--- config.mk ---
export PLATFORM = sky130hd
export DESIGN_NAME = differential_drive_odometry_core
export DESIGN_NICKNAME = d
export VERILOG_FILES = /design/src/rtl/ddo_pkg.sv /design/src/rtl/differential_drive_odometry_core.sv /design/src/rtl/ddo_ctrl.sv /design/src/rtl/ddo_datapath.sv
export VERILOG_INCLUDE_DIRS = /design/src /design/src/rtl
export SDC_FILE = /design/constraint.sdc
export NUM_CORES = 2
export LEC_CHECK = 0
export BUFFER_PORTS_ARGS = -buffer_cell sky130_fd_sc_hd__clkbuf_2
export CORE_ASPECT_RATIO = 0.9
export CORE_MARGIN = 3
export CORE_UTILIZATION = 45
export CTS_BUF_LIST = sky130_fd_sc_hd__clkbuf_8
export DETAILED_ROUTE_END_ITERATION = 16
export GPL_ROUTABILITY_DRIVEN = 0
export MAX_ROUTING_LAYER = met4
export PLACE_DENSITY = 0.66
export REMOVE_ABC_BUFFERS = 1
export SLEW_MARGIN = 25
export SYNTH_ARGS = -nofsm -noshare
export SYNTH_HDL_FRONTEND = slang
export SYNTH_HIERARCHICAL = 1
export SYNTH_SLANG_ARGS = --single-unit
--- constraint.sdc ---
create_clock -name aclk -period 6.7 [get_ports aclk]
set_clock_uncertainty 0.1 [all_clocks]
set_input_delay 0.67 -clock aclk [delete_from_list [all_inputs] [get_ports aclk]]
set_output_delay 0.67 -clock aclk [all_outputs]
set_load 0.005 [all_outputs]
--- src/rtl/differential_drive_odometry_core_defines.svh ---
// assertion macros for the odometry core
// used by ddo_ctrl and ddo_datapath
`ifndef DIFFERENTIAL_DRIVE_ODOMETRY_CORE_DEFINES_SVH
`define DIFFERENTIAL_DRIVE_ODOMETRY_CORE_DEFINES_SVH

// same-cycle implication
`define DDO_ASSERT_IMP(lbl, clk, rstn, ante, cons) \
    lbl: assert property (@(posedge clk) disable iff (!rstn) (ante) |-> (cons)) \
        else $error("odometry assertion failed");

// next-cycle implication
`define DDO_ASSERT_NXT(lbl, clk, rstn, ante, cons) \
    lbl: assert property (@(posedge clk) disable iff (!rstn) (ante) |=> (cons)) \
        else $error("odometry assertion failed");

`endif

--- src/rtl/ddo_pkg.sv ---
// shared types, constants and the cordic angle table for the odometry core
// no dependencies
package ddo_pkg;

    localparam int TRIG_W     = 34;
    localparam int ZW         = 34;
    localparam int CFG_ADDR_W = 1;
    localparam int CFG_DATA_W = 16;
    localparam int TW_W       = 16;
    localparam int IMU_W      = 16;

    localparam logic [CFG_ADDR_W-1:0] REG_WHEEL_BASE = 1'b0;
    localparam logic [CFG_ADDR_W-1:0] REG_USE_IMU    = 1'b1;

    localparam logic [TW_W-1:0]          TW_RESET        = 16'd1024;
    localparam logic signed [TRIG_W-1:0] CORDIC_GAIN_Q30 = 34'sd652032874;
    localparam logic [30:0]              RAD_TO_TURN     = 31'd683565276;
    localparam logic signed [ZW-1:0]     QUARTER_TURN    = 34'sd1073741824;
    localparam logic signed [ZW-1:0]     HALF_TURN       = 34'sd2147483648;

    typedef enum logic [2:0] {
        ST_IDLE,
        ST_CORDIC,
        ST_MUL,
        ST_DIV_LOAD,
        ST_DIV,
        ST_FIN
    } state_t;

    typedef struct packed {
        logic start;
        logic cordic_en;
        logic mul_en;
        logic div_load;
        logic div_en;
        logic finish;
    } cmd_t;

    typedef struct packed {
        logic cordic_last;
        logic mul_last;
        logic div_last;
        logic out_busy;
    } sts_t;

    function automatic logic [31:0] atan_turn(input logic [4:0] idx);
        logic [31:0] v;
        case (idx)
            5'd0:  v = 32'd536870912;
            5'd1:  v = 32'd316933406;
            5'd2:  v = 32'd167458907;
            5'd3:  v = 32'd85004756;
            5'd4:  v = 32'd42667331;
            5'd5:  v = 32'd21354465;
            5'd6:  v = 32'd10679838;
            5'd7:  v = 32'd5340245;
            5'd8:  v = 32'd2670163;
            5'd9:  v = 32'd1335087;
            5'd10: v = 32'd667544;
            5'd11: v = 32'd333772;
            5'd12: v = 32'd166886;
            5'd13: v = 32'd83443;
            5'd14: v = 32'd41722;
            5'd15: v = 32'd20861;
            5'd16: v = 32'd10430;
            5'd17: v = 32'd5215;
            5'd18: v = 32'd2608;
            5'd19: v = 32'd1304;
            5'd20: v = 32'd652;
            5'd21: v = 32'd326;
            5'd22: v = 32'd163;
            5'd23: v = 32'd81;
            default: v = 32'd0;
        endcase
        return v;
    endfunction

endpackage

--- src/rtl/differential_drive_odometry_core.sv ---
// odometry core: one pose per wheel sample, one item in flight at a time
// each item runs through the cordic loop, the bit-serial multipliers over
// POS_BITS+2 bits and the restoring divider over POS_BITS+31 bits
// the next sample is accepted only after the previous one has finished,
// and a pose is written out only while the output register is free
// synchronous active-low reset clears pose, previous positions and control state
module differential_drive_odometry_core #(
    parameter int POS_BITS     = 32,
    parameter int ANGLE_BITS   = 16,
    parameter int CORDIC_STEPS = 16
) (
    input  logic                                aclk,
    input  logic                                aresetn,
    input  logic                                cfg_wen,
    input  logic [ddo_pkg::CFG_ADDR_W-1:0]      cfg_addr,
    input  logic [ddo_pkg::CFG_DATA_W-1:0]      cfg_wdata,
    input  logic                                s_tvalid,
    output logic                                s_tready,
    // left_position, right_position, imu_heading
    input  logic [((2*POS_BITS+16+7)/8)*8-1:0]  s_tdata,
    output logic                                m_tvalid,
    input  logic                                m_tready,
    // pose_x, pose_y, pose_heading
    output logic [((2*POS_BITS+ANGLE_BITS+7)/8)*8-1:0] m_tdata
);
    import ddo_pkg::*;

    localparam int SDW = ((2*POS_BITS+16+7)/8)*8;
    localparam int MDW = ((2*POS_BITS+ANGLE_BITS+7)/8)*8;

    cmd_t cmd;
    sts_t sts;

    ddo_ctrl u_ctrl (
        .aclk     (aclk),
        .aresetn  (aresetn),
        .s_tvalid (s_tvalid),
        .s_tready (s_tready),
        .sts      (sts),
        .cmd      (cmd)
    );

    ddo_datapath #(
        .POS_BITS     (POS_BITS),
        .ANGLE_BITS   (ANGLE_BITS),
        .CORDIC_STEPS (CORDIC_STEPS),
        .SDW          (SDW),
        .MDW          (MDW)
    ) u_datapath (
        .aclk      (aclk),
        .aresetn   (aresetn),
        .cfg_wen   (cfg_wen),
        .cfg_addr  (cfg_addr),
        .cfg_wdata (cfg_wdata),
        .s_tdata   (s_tdata),
        .m_tvalid  (m_tvalid),
        .m_tready  (m_tready),
        .m_tdata   (m_tdata),
        .cmd       (cmd),
        .sts       (sts)
    );

endmodule

--- src/rtl/ddo_ctrl.sv ---
// sequencing state machine for the odometry core
// depends on ddo_pkg and the assertion macro header
`include "differential_drive_odometry_core_defines.svh"

module ddo_ctrl (
    input  logic         aclk,
    input  logic         aresetn,
    input  logic         s_tvalid,
    output logic         s_tready,
    input  ddo_pkg::sts_t sts,
    output ddo_pkg::cmd_t cmd
);
    import ddo_pkg::*;

    state_t state_reg;
    state_t state_next;

    always_ff @(posedge aclk) begin
        if (!aresetn) begin
            state_reg <= ST_IDLE;
        end else begin
            state_reg <= state_next;
        end
    end

    always_comb begin
        state_next = state_reg;
        case (state_reg)
            ST_IDLE:     if (s_tvalid) state_next = ST_CORDIC;
            ST_CORDIC:   if (sts.cordic_last) state_next = ST_MUL;
            ST_MUL:      if (sts.mul_last) state_next = ST_DIV_LOAD;
            ST_DIV_LOAD: state_next = ST_DIV;
            ST_DIV:      if (sts.div_last) state_next = ST_FIN;
            ST_FIN:      if (!sts.out_busy) state_next = ST_IDLE;
            default:     state_next = ST_IDLE;
        endcase
    end

    always_comb begin
        cmd      = '0;
        s_tready = 1'b0;
        case (state_reg)
            ST_IDLE: begin
                s_tready  = 1'b1;
                cmd.start = s_tvalid;
            end
            ST_CORDIC:   cmd.cordic_en = 1'b1;
            ST_MUL:      cmd.mul_en    = 1'b1;
            ST_DIV_LOAD: cmd.div_load  = 1'b1;
            ST_DIV:      cmd.div_en    = 1'b1;
            ST_FIN:      cmd.finish    = !sts.out_busy;
            default:     cmd = '0;
        endcase
    end

    `DDO_ASSERT_IMP(a_cmd_onehot, aclk, aresetn, 1'b1, $onehot0(cmd))
    `DDO_ASSERT_NXT(a_start_cordic, aclk, aresetn, cmd.start, state_reg == ST_CORDIC)
    `DDO_ASSERT_NXT(a_finish_idle, aclk, aresetn, cmd.finish, s_tready)

endmodule

--- src/rtl/ddo_datapath.sv ---
// cordic, serial multipliers, restoring divider and pose registers
// depends on ddo_pkg and the assertion macro header
`include "differential_drive_odometry_core_defines.svh"

module ddo_datapath #(
    parameter int POS_BITS     = 32,
    parameter int ANGLE_BITS   = 16,
    parameter int CORDIC_STEPS = 16,
    parameter int SDW          = 80,
    parameter int MDW          = 80
) (
    input  logic                            aclk,
    input  logic                            aresetn,
    input  logic                            cfg_wen,
    input  logic [ddo_pkg::CFG_ADDR_W-1:0]  cfg_addr,
    input  logic [ddo_pkg::CFG_DATA_W-1:0]  cfg_wdata,
    input  logic [SDW-1:0]                  s_tdata,
    output logic                            m_tvalid,
    input  logic                            m_tready,
    output logic [MDW-1:0]                  m_tdata,
    input  ddo_pkg::cmd_t                   cmd,
    output ddo_pkg::sts_t                   sts
);
    import ddo_pkg::*;

    localparam int PB   = POS_BITS;
    localparam int AB   = ANGLE_BITS;
    localparam int SW   = PB + 2;
    localparam int PW   = TRIG_W + SW;
    localparam int CW   = 31;
    localparam int PDW  = SW + CW;
    localparam int PM   = SW + 29;
    localparam int CNTW = $clog2(PM + 1);
    localparam int EW   = PB + 6;
    localparam int IW   = PW - 31;
    localparam int SHL  = (AB >= IMU_W) ? AB - IMU_W : 0;
    localparam int SHR  = (AB >= IMU_W) ? 0 : IMU_W - AB;

    localparam logic signed [EW-1:0] PMAX = {{(EW-PB+1){1'b0}}, {(PB-1){1'b1}}};
    localparam logic signed [EW-1:0] PMIN = ~PMAX;
    localparam logic signed [PW-1:0] RND_TRIG = PW'(64'd1 << 30);
    localparam logic [31:0]          RND_HEAD = 32'(64'd1 << (31 - AB));

    logic [TW_W-1:0]          wheel_base_reg;
    logic                     use_imu_reg;
    logic signed [PB-1:0]     last_left_reg, last_right_reg;
    logic signed [PB-1:0]     acc_x_reg, acc_y_reg;
    logic [AB-1:0]            heading_reg;
    logic [IMU_W-1:0]         imu_reg;
    logic [SW-1:0]            sum_mr_reg, diff_mr_reg;
    logic signed [TRIG_W-1:0] cx_reg, cy_reg;
    logic signed [ZW-1:0]     cz_reg;
    logic                     flip_reg;
    logic signed [PW-1:0]     px_reg, py_reg;
    logic signed [PDW-1:0]    pd_reg;
    logic                     neg_reg;
    logic [PM-1:0]            dvd_reg;
    logic [TW_W-1:0]          rem_reg;
    logic [31:0]              quo_reg;
    logic [CNTW-1:0]          cnt_reg, cnt_next;
    logic                     m_valid_reg;
    logic [MDW-1:0]           m_data_reg;

    logic signed [PB-1:0]     lp, rp;
    logic signed [SW-1:0]     dl, dr, sum_w, diff_w;
    logic [31:0]              turn32;
    logic signed [ZW-1:0]     z0;
    logic                     fold;
    logic signed [TRIG_W-1:0] dx, dy, tx, ty;
    logic signed [ZW-1:0]     at;
    logic                     first;
    logic signed [PW-1:0]     addx, addy;
    logic signed [PDW-1:0]    addd, pd_abs;
    logic [TW_W-1:0]          tw_eff;
    logic [TW_W:0]            trial, trial_sub;
    logic                     qbit;
    logic signed [PW-1:0]     rx, ry;
    logic signed [IW-1:0]     inc_x, inc_y;
    logic signed [EW-1:0]     sx, sy, satx, saty;
    logic [31:0]              tq, th;
    logic [AB-1:0]            dh, imu_scaled, heading_new;
    logic [IMU_W+SHL-1:0]     imu_wide;

    // item fields and wheel deltas
    assign lp     = s_tdata[PB-1:0];
    assign rp     = s_tdata[2*PB-1:PB];
    assign dl     = SW'(lp) - SW'(last_left_reg);
    assign dr     = SW'(rp) - SW'(last_right_reg);
    assign sum_w  = dl + dr;
    assign diff_w = dl - dr;

    // cordic start angle with half-turn fold
    assign turn32 = {heading_reg, {(32-AB){1'b0}}};
    assign z0     = ZW'($signed(turn32));
    assign fold   = (z0 > QUARTER_TURN) || (z0 < -QUARTER_TURN);

    assign dx = cy_reg >>> cnt_reg;
    assign dy = cx_reg >>> cnt_reg;
    assign at = ZW'(atan_turn(cnt_reg[4:0]));

    // serial multipliers, msb first, sign bit weighted negative
    assign first = (cnt_reg == '0);
    assign tx    = flip_reg ? -cx_reg : cx_reg;
    assign ty    = flip_reg ? -cy_reg : cy_reg;
    assign addx  = sum_mr_reg[SW-1] ? (first ? -PW'(tx) : PW'(tx)) : '0;
    assign addy  = sum_mr_reg[SW-1] ? (first ? -PW'(ty) : PW'(ty)) : '0;
    assign addd  = diff_mr_reg[SW-1]
                 ? (first ? -$signed(PDW'(RAD_TO_TURN)) : $signed(PDW'(RAD_TO_TURN))) : '0;

    // restoring divider
    assign pd_abs    = pd_reg[PDW-1] ? -pd_reg : pd_reg;
    assign tw_eff    = (wheel_base_reg == '0) ? TW_W'(1) : wheel_base_reg;
    assign trial     = {rem_reg, dvd_reg[PM-1]};
    assign qbit      = (trial >= {1'b0, tw_eff});
    assign trial_sub = trial - {1'b0, tw_eff};

    // pose update
    assign rx    = px_reg + RND_TRIG;
    assign ry    = py_reg + RND_TRIG;
    assign inc_x = rx[PW-1:31];
    assign inc_y = ry[PW-1:31];
    assign sx    = EW'(acc_x_reg) + EW'(inc_x);
    assign sy    = EW'(acc_y_reg) + EW'(inc_y);
    assign satx  = (sx > PMAX) ? PMAX : ((sx < PMIN) ? PMIN : sx);
    assign saty  = (sy > PMAX) ? PMAX : ((sy < PMIN) ? PMIN : sy);

    assign tq          = neg_reg ? -(quo_reg + 32'(rem_reg != '0)) : quo_reg;
    assign th          = tq + RND_HEAD;
    assign dh          = th[31:32-AB];
    assign imu_wide    = (IMU_W+SHL)'(imu_reg) << SHL;
    assign imu_scaled  = AB'(imu_wide >> SHR);
    assign heading_new = use_imu_reg ? imu_scaled : heading_reg + dh;

    always_comb begin
        cnt_next = cnt_reg;
        if (cmd.start || cmd.div_load) begin
            cnt_next = '0;
        end else if ((cmd.cordic_en && sts.cordic_last) || (cmd.mul_en && sts.mul_last)
                     || (cmd.div_en && sts.div_last)) begin
            cnt_next = '0;
        end else if (cmd.cordic_en || cmd.mul_en || cmd.div_en) begin
            cnt_next = cnt_reg + 1'b1;
        end
    end

    assign sts.cordic_last = (cnt_reg == CNTW'(CORDIC_STEPS - 1));
    assign sts.mul_last    = (cnt_reg == CNTW'(SW - 1));
    assign sts.div_last    = (cnt_reg == CNTW'(PM - 1));
    assign sts.out_busy    = m_valid_reg && !m_tready;

    always_ff @(posedge aclk) begin
        if (!aresetn) begin
            wheel_base_reg  <= TW_RESET;
            use_imu_reg     <= 1'b0;
            last_left_reg   <= '0;
            last_right_reg  <= '0;
            acc_x_reg       <= '0;
            acc_y_reg       <= '0;
            heading_reg     <= '0;
            cnt_reg         <= '0;
            m_valid_reg     <= 1'b0;
        end else begin
            cnt_reg <= cnt_next;
            if (cfg_wen) begin
                case (cfg_addr)
                    REG_WHEEL_BASE: wheel_base_reg <= cfg_wdata;
                    REG_USE_IMU:    use_imu_reg    <= cfg_wdata[0];
                    default:        use_imu_reg    <= use_imu_reg;
                endcase
            end
            if (cmd.start) begin
                last_left_reg  <= lp;
                last_right_reg <= rp;
            end
            if (m_tready) begin
                m_valid_reg <= 1'b0;
            end
            if (cmd.finish) begin
                acc_x_reg   <= satx[PB-1:0];
                acc_y_reg   <= saty[PB-1:0];
                heading_reg <= heading_new;
                m_valid_reg <= 1'b1;
            end
        end
    end

    always_ff @(posedge aclk) begin
        if (cmd.start) begin
            imu_reg     <= s_tdata[2*PB+IMU_W-1:2*PB];
            sum_mr_reg  <= sum_w;
            diff_mr_reg <= diff_w;
            cx_reg      <= CORDIC_GAIN_Q30;
            cy_reg      <= '0;
            cz_reg      <= fold ? (z0[ZW-1] ? z0 + HALF_TURN : z0 - HALF_TURN) : z0;
            flip_reg    <= fold;
            px_reg      <= '0;
            py_reg      <= '0;
            pd_reg      <= '0;
        end
        if (cmd.cordic_en) begin
            if (!cz_reg[ZW-1]) begin
                cx_reg <= cx_reg - dx;
                cy_reg <= cy_reg + dy;
                cz_reg <= cz_reg - at;
            end else begin
                cx_reg <= cx_reg + dx;
                cy_reg <= cy_reg - dy;
                cz_reg <= cz_reg + at;
            end
        end
        if (cmd.mul_en) begin
            px_reg      <= (px_reg <<< 1) + addx;
            py_reg      <= (py_reg <<< 1) + addy;
            pd_reg      <= (pd_reg <<< 1) + addd;
            sum_mr_reg  <= sum_mr_reg << 1;
            diff_mr_reg <= diff_mr_reg << 1;
        end
        if (cmd.div_load) begin
            neg_reg <= pd_reg[PDW-1];
            dvd_reg <= pd_abs[PM-1:0];
            rem_reg <= '0;
            quo_reg <= '0;
        end
        if (cmd.div_en) begin
            rem_reg <= qbit ? trial_sub[TW_W-1:0] : trial[TW_W-1:0];
            quo_reg <= {quo_reg[30:0], qbit};
            dvd_reg <= dvd_reg << 1;
        end
        if (cmd.finish) begin
            m_data_reg <= MDW'({heading_new, saty[PB-1:0], satx[PB-1:0]});
        end
    end

    assign m_tvalid = m_valid_reg;
    assign m_tdata  = m_data_reg;

    `DDO_ASSERT_NXT(a_start_cnt, aclk, aresetn, cmd.start, cnt_reg == '0)
    `DDO_ASSERT_NXT(a_div_rem, aclk, aresetn, cmd.div_en, rem_reg < tw_eff)
    `DDO_ASSERT_IMP(a_fin_free, aclk, aresetn, cmd.finish, !(m_valid_reg && !m_tready))

endmodule
==> impl_metrics.json <==
{
  "status": "completed",
  "cts_buffers": 146,
  "syn_area_mm2": 0.0702,
  "ant_nets": 0,
  "synth_cell_types": 115,
  "critPathBufInv": 2,
  "cts.sinks": 776,
  "yosys_warnings": 6,
  "startpoint_type": "flip-flop",
  "path_cells": "nor4_1, buf_4, nand3_1, or4_1, a211oi_1, nand2b_1, xnor2_1, mux2i_1, o2111ai_1, nor4_2, inv_1, or3_1, xor2_1, ha_1, or2_2, a21oi_1, a21oi_1, a21o_1, a21oi_1, o21bai_1, a21oi_1, xnor3_1, nor2_1, nor2_1",
  "synth-edff-count": 574,
  "die_w_um": 422,
  "cts_tree": "done",
  "slowest_delay_ns": 0.54,
  "min_to": "u_datapath/last_left_reg[24]",
  "rsz0062_at_grt": "true",
  "placedCellCount": 10300,
  "ios": 184,
  "start_util_pct": 45.6,
  "area_growth_pct": 13.0,
  "coreArea_mm2": 0.154,
  "grt-ovfl-total": 0,
  "cpMostUsedCell": "a21oi_1",
  "syn_inst": 8107,
  "hold_path.startpoint": "aresetn",
  "worstPathArrival_ns": 6.97,
  "post_drt_wl_per_cell_um": 17.1,
  "min_period_over_period_pct": 95.3,
  "slew_violations": 0,
  "ys_seq_area_share_pct": 30.3,
  "num_vias": 61300,
  "rows": 136,
  "drcViolationCount": 0,
  "period_minus_slack_ns": 6.39,
  "worst_pin_slew_ns": 1.03,
  "grt_max_degree": 97,
  "cap_violations": 0,
  "root_buffer": "clkbuf_8",
  "grt_pass1_vias": 58500,
  "final_common_cell": "nand2_1",
  "fin_ws_ns": 0.313,
  "timing.reg2reg.setup_slack_ns": 0.31,
  "crit_required_ns": 7.28,
  "wl_um": 182000,
  "dieArea_mm2": 0.161,
  "fillers": 14300,
  "dp_hpwl_um": 135000,
  "slew_headroom_pct": 31.2,
  "worstSkewPairLatency_ns": 0.93,
  "hold_path_depth": 2,
  "grt_pass1_wl_um": 296000,
  "critical-path-slowest-cell": "or4_1",
  "power_density_mw_per_mm2": 339,
  "ir_drop_uv": 256,
  "nets": 9170,
  "h-tree-depth": 4,
  "hold_class": "in2reg",
  "async_flop_share_pct": 0,
  "r2r-start": "u_datapath/rem_reg[4]",
  "dieHeight_um": 381,
  "critPathLaunch": "u_datapath/rem_reg[4]",
  "worstSetupPathType": "reg2reg",
  "cp-end-kind": "flip-flop",
  "antenna_found_initial": 4,
  "finalHoldViolCount": 0,
  "setup_violations": 0,
  "io_buffers": 183,
  "clk_path_buf_depth": 3,
  "largest_register_ffs": 80,
  "worstPathMaxFanout": 3,
  "p_leak_nw": 33.5,
  "first_pass_iters": 8,
  "reg2regPathDepth": 24,
  "timing.rr.end": "u_datapath/m_tdata[79]",
  "layoutNonFillerInstCount": 10700,
  "dp_slack_ns": -0.121,
  "viasPerCell": 5.75,
  "ys.flop_type": "edfxtp_1",
  "ys_ff_latch": 776,
  "path_clk_slew_ns": 0.06,
  "drt_iter0_markers": 4199,
  "synth_area_per_cell_um2": 8.66,
  "critPathTopFamily": "simple AND/OR/NAND/NOR gates",
  "grt_use_total_pct": 22.5,
  "fmax_mhz": 157,
  "final_cell_mix": "697 x nand2_1, 634 x a21oi_1, 575 x ha_1",
  "final_layout_size_suffix_gt1_share_pct": 12.1
}
==> per-layer routing <==
layer	wire, um	track usage, %	part of all wire [%]	vias up
li1	-	-	-	30300
met1	80900	28.6	44	28800
met2	83700	35.8	46	1851
met3	10600	3.65	5.8	392
met4	6980	8.53	3.8	0
met5	0	-	0	-
==> report_power, final <==
part	leakage (nW)	total (W)	internal [W]	switching, W
registers	7.05	0.00642	0.00589	0.000528
clock network	1.72	0.00480	0.00258	0.00222
logic	24.7	0.0157	0.00699	0.00868
==> Yosys cell counts (202+ instances only) <==
library cell	n	area, um2
and2_1	331	2070
o21ai_0	531	2660
xor2_1	329	2880
edfxtp_1	574	17200
a21oi_1	646	3230
dfxtp_1	202	4040
xnor2_1	465	4070
clkbuf_1	326	1220
ha_1	577	7220
a21o_1	280	2100
inv_1	375	1410
nand2_1	700	2630
nor2_1	546	2050
==> how the worst max path moves through the flow <==
stage / endpoint / cells past startpoint
floorplan: u_datapath/diff_mr_reg[10] / 2
global placement: u_datapath/py_reg[66] / 28
detailed placement: u_datapath/py_reg[66] / 28
CTS: u_datapath/py_reg[66] / 28
global route: u_datapath/px_reg[60] / 28
finish: u_datapath/m_tdata[79] / 24
==> kinds of logic after synthesis <==
group | synth area share, %
mux | 5.11
simple gates | 19.1
buf+inv | 4.28
fa+ha+maj | 10.7
xor+xnor | 9.94
flops | 30.3
compound gates | 20.5
==> through the flow <==
| stage | setup TNS [ns] | util, % | cell area [um2] | hold slack, ns | power [W] |
|---|---|---|---|---|---|
| after floorplan | -4283.74 | - | 68600 | 0.343 | 0.0177 |
| after global placement | 0 | 48.5 | 74600 | 0.366 | 0.0213 |
| after detailed placement | -0.133 | 48.5 | 74600 | 0.373 | 0.0216 |
| after CTS | 0 | 51.1 | 78600 | 0.0183 | 0.0266 |
| after global routing | -0.110 | 51.5 | 79300 | 0.0611 | 0.0290 |
| final | 0 | 51.5 | 79300 | 0.113 | 0.0269 |
==> worst reg2reg max path, stage by stage, from the launching register on <==
cell and delay (ns):
edfxtp_1 0.42, nor4_1 0.46, buf_4 0.27, nand3_1 0.08, or4_1 0.54, a211oi_1 0.38
nand2b_1 0.20, xnor2_1 0.07, mux2i_1 0.32, o2111ai_1 0.26, nor4_2 0.33, inv_1 0.10
or3_1 0.39, xor2_1 0.16, ha_1 0.33, or2_2 0.31, a21oi_1 0.15, a21oi_1 0.08
a21o_1 0.20, a21oi_1 0.21, o21bai_1 0.09, a21oi_1 0.19, xnor3_1 0.32, nor2_1 0.15
nor2_1 0.07
==> layout make-up <==
type	count	area [um2]	area share (%)
Tap cell	2070	2590	3.27
Antenna cell	6	15.0	0.0189
Timing Repair Buffer	609	4520	5.70
Clock inverter	104	757	0.955
Multi-Input combinational cell	6562	46400	58.6
Sequential cell	776	21300	26.9
Clock buffer	163	2240	2.83
Inverter	382	1430	1.81
==> repair_timing <==
action,in CTS,in global routing
hold endpoints to repair,98,0
setup endpoints to repair,2,64
gates resized for setup,6,97
pin swaps,0,20
hold buffers,100,0
setup buffers,0,28
(Power assumes the default switching activity.)
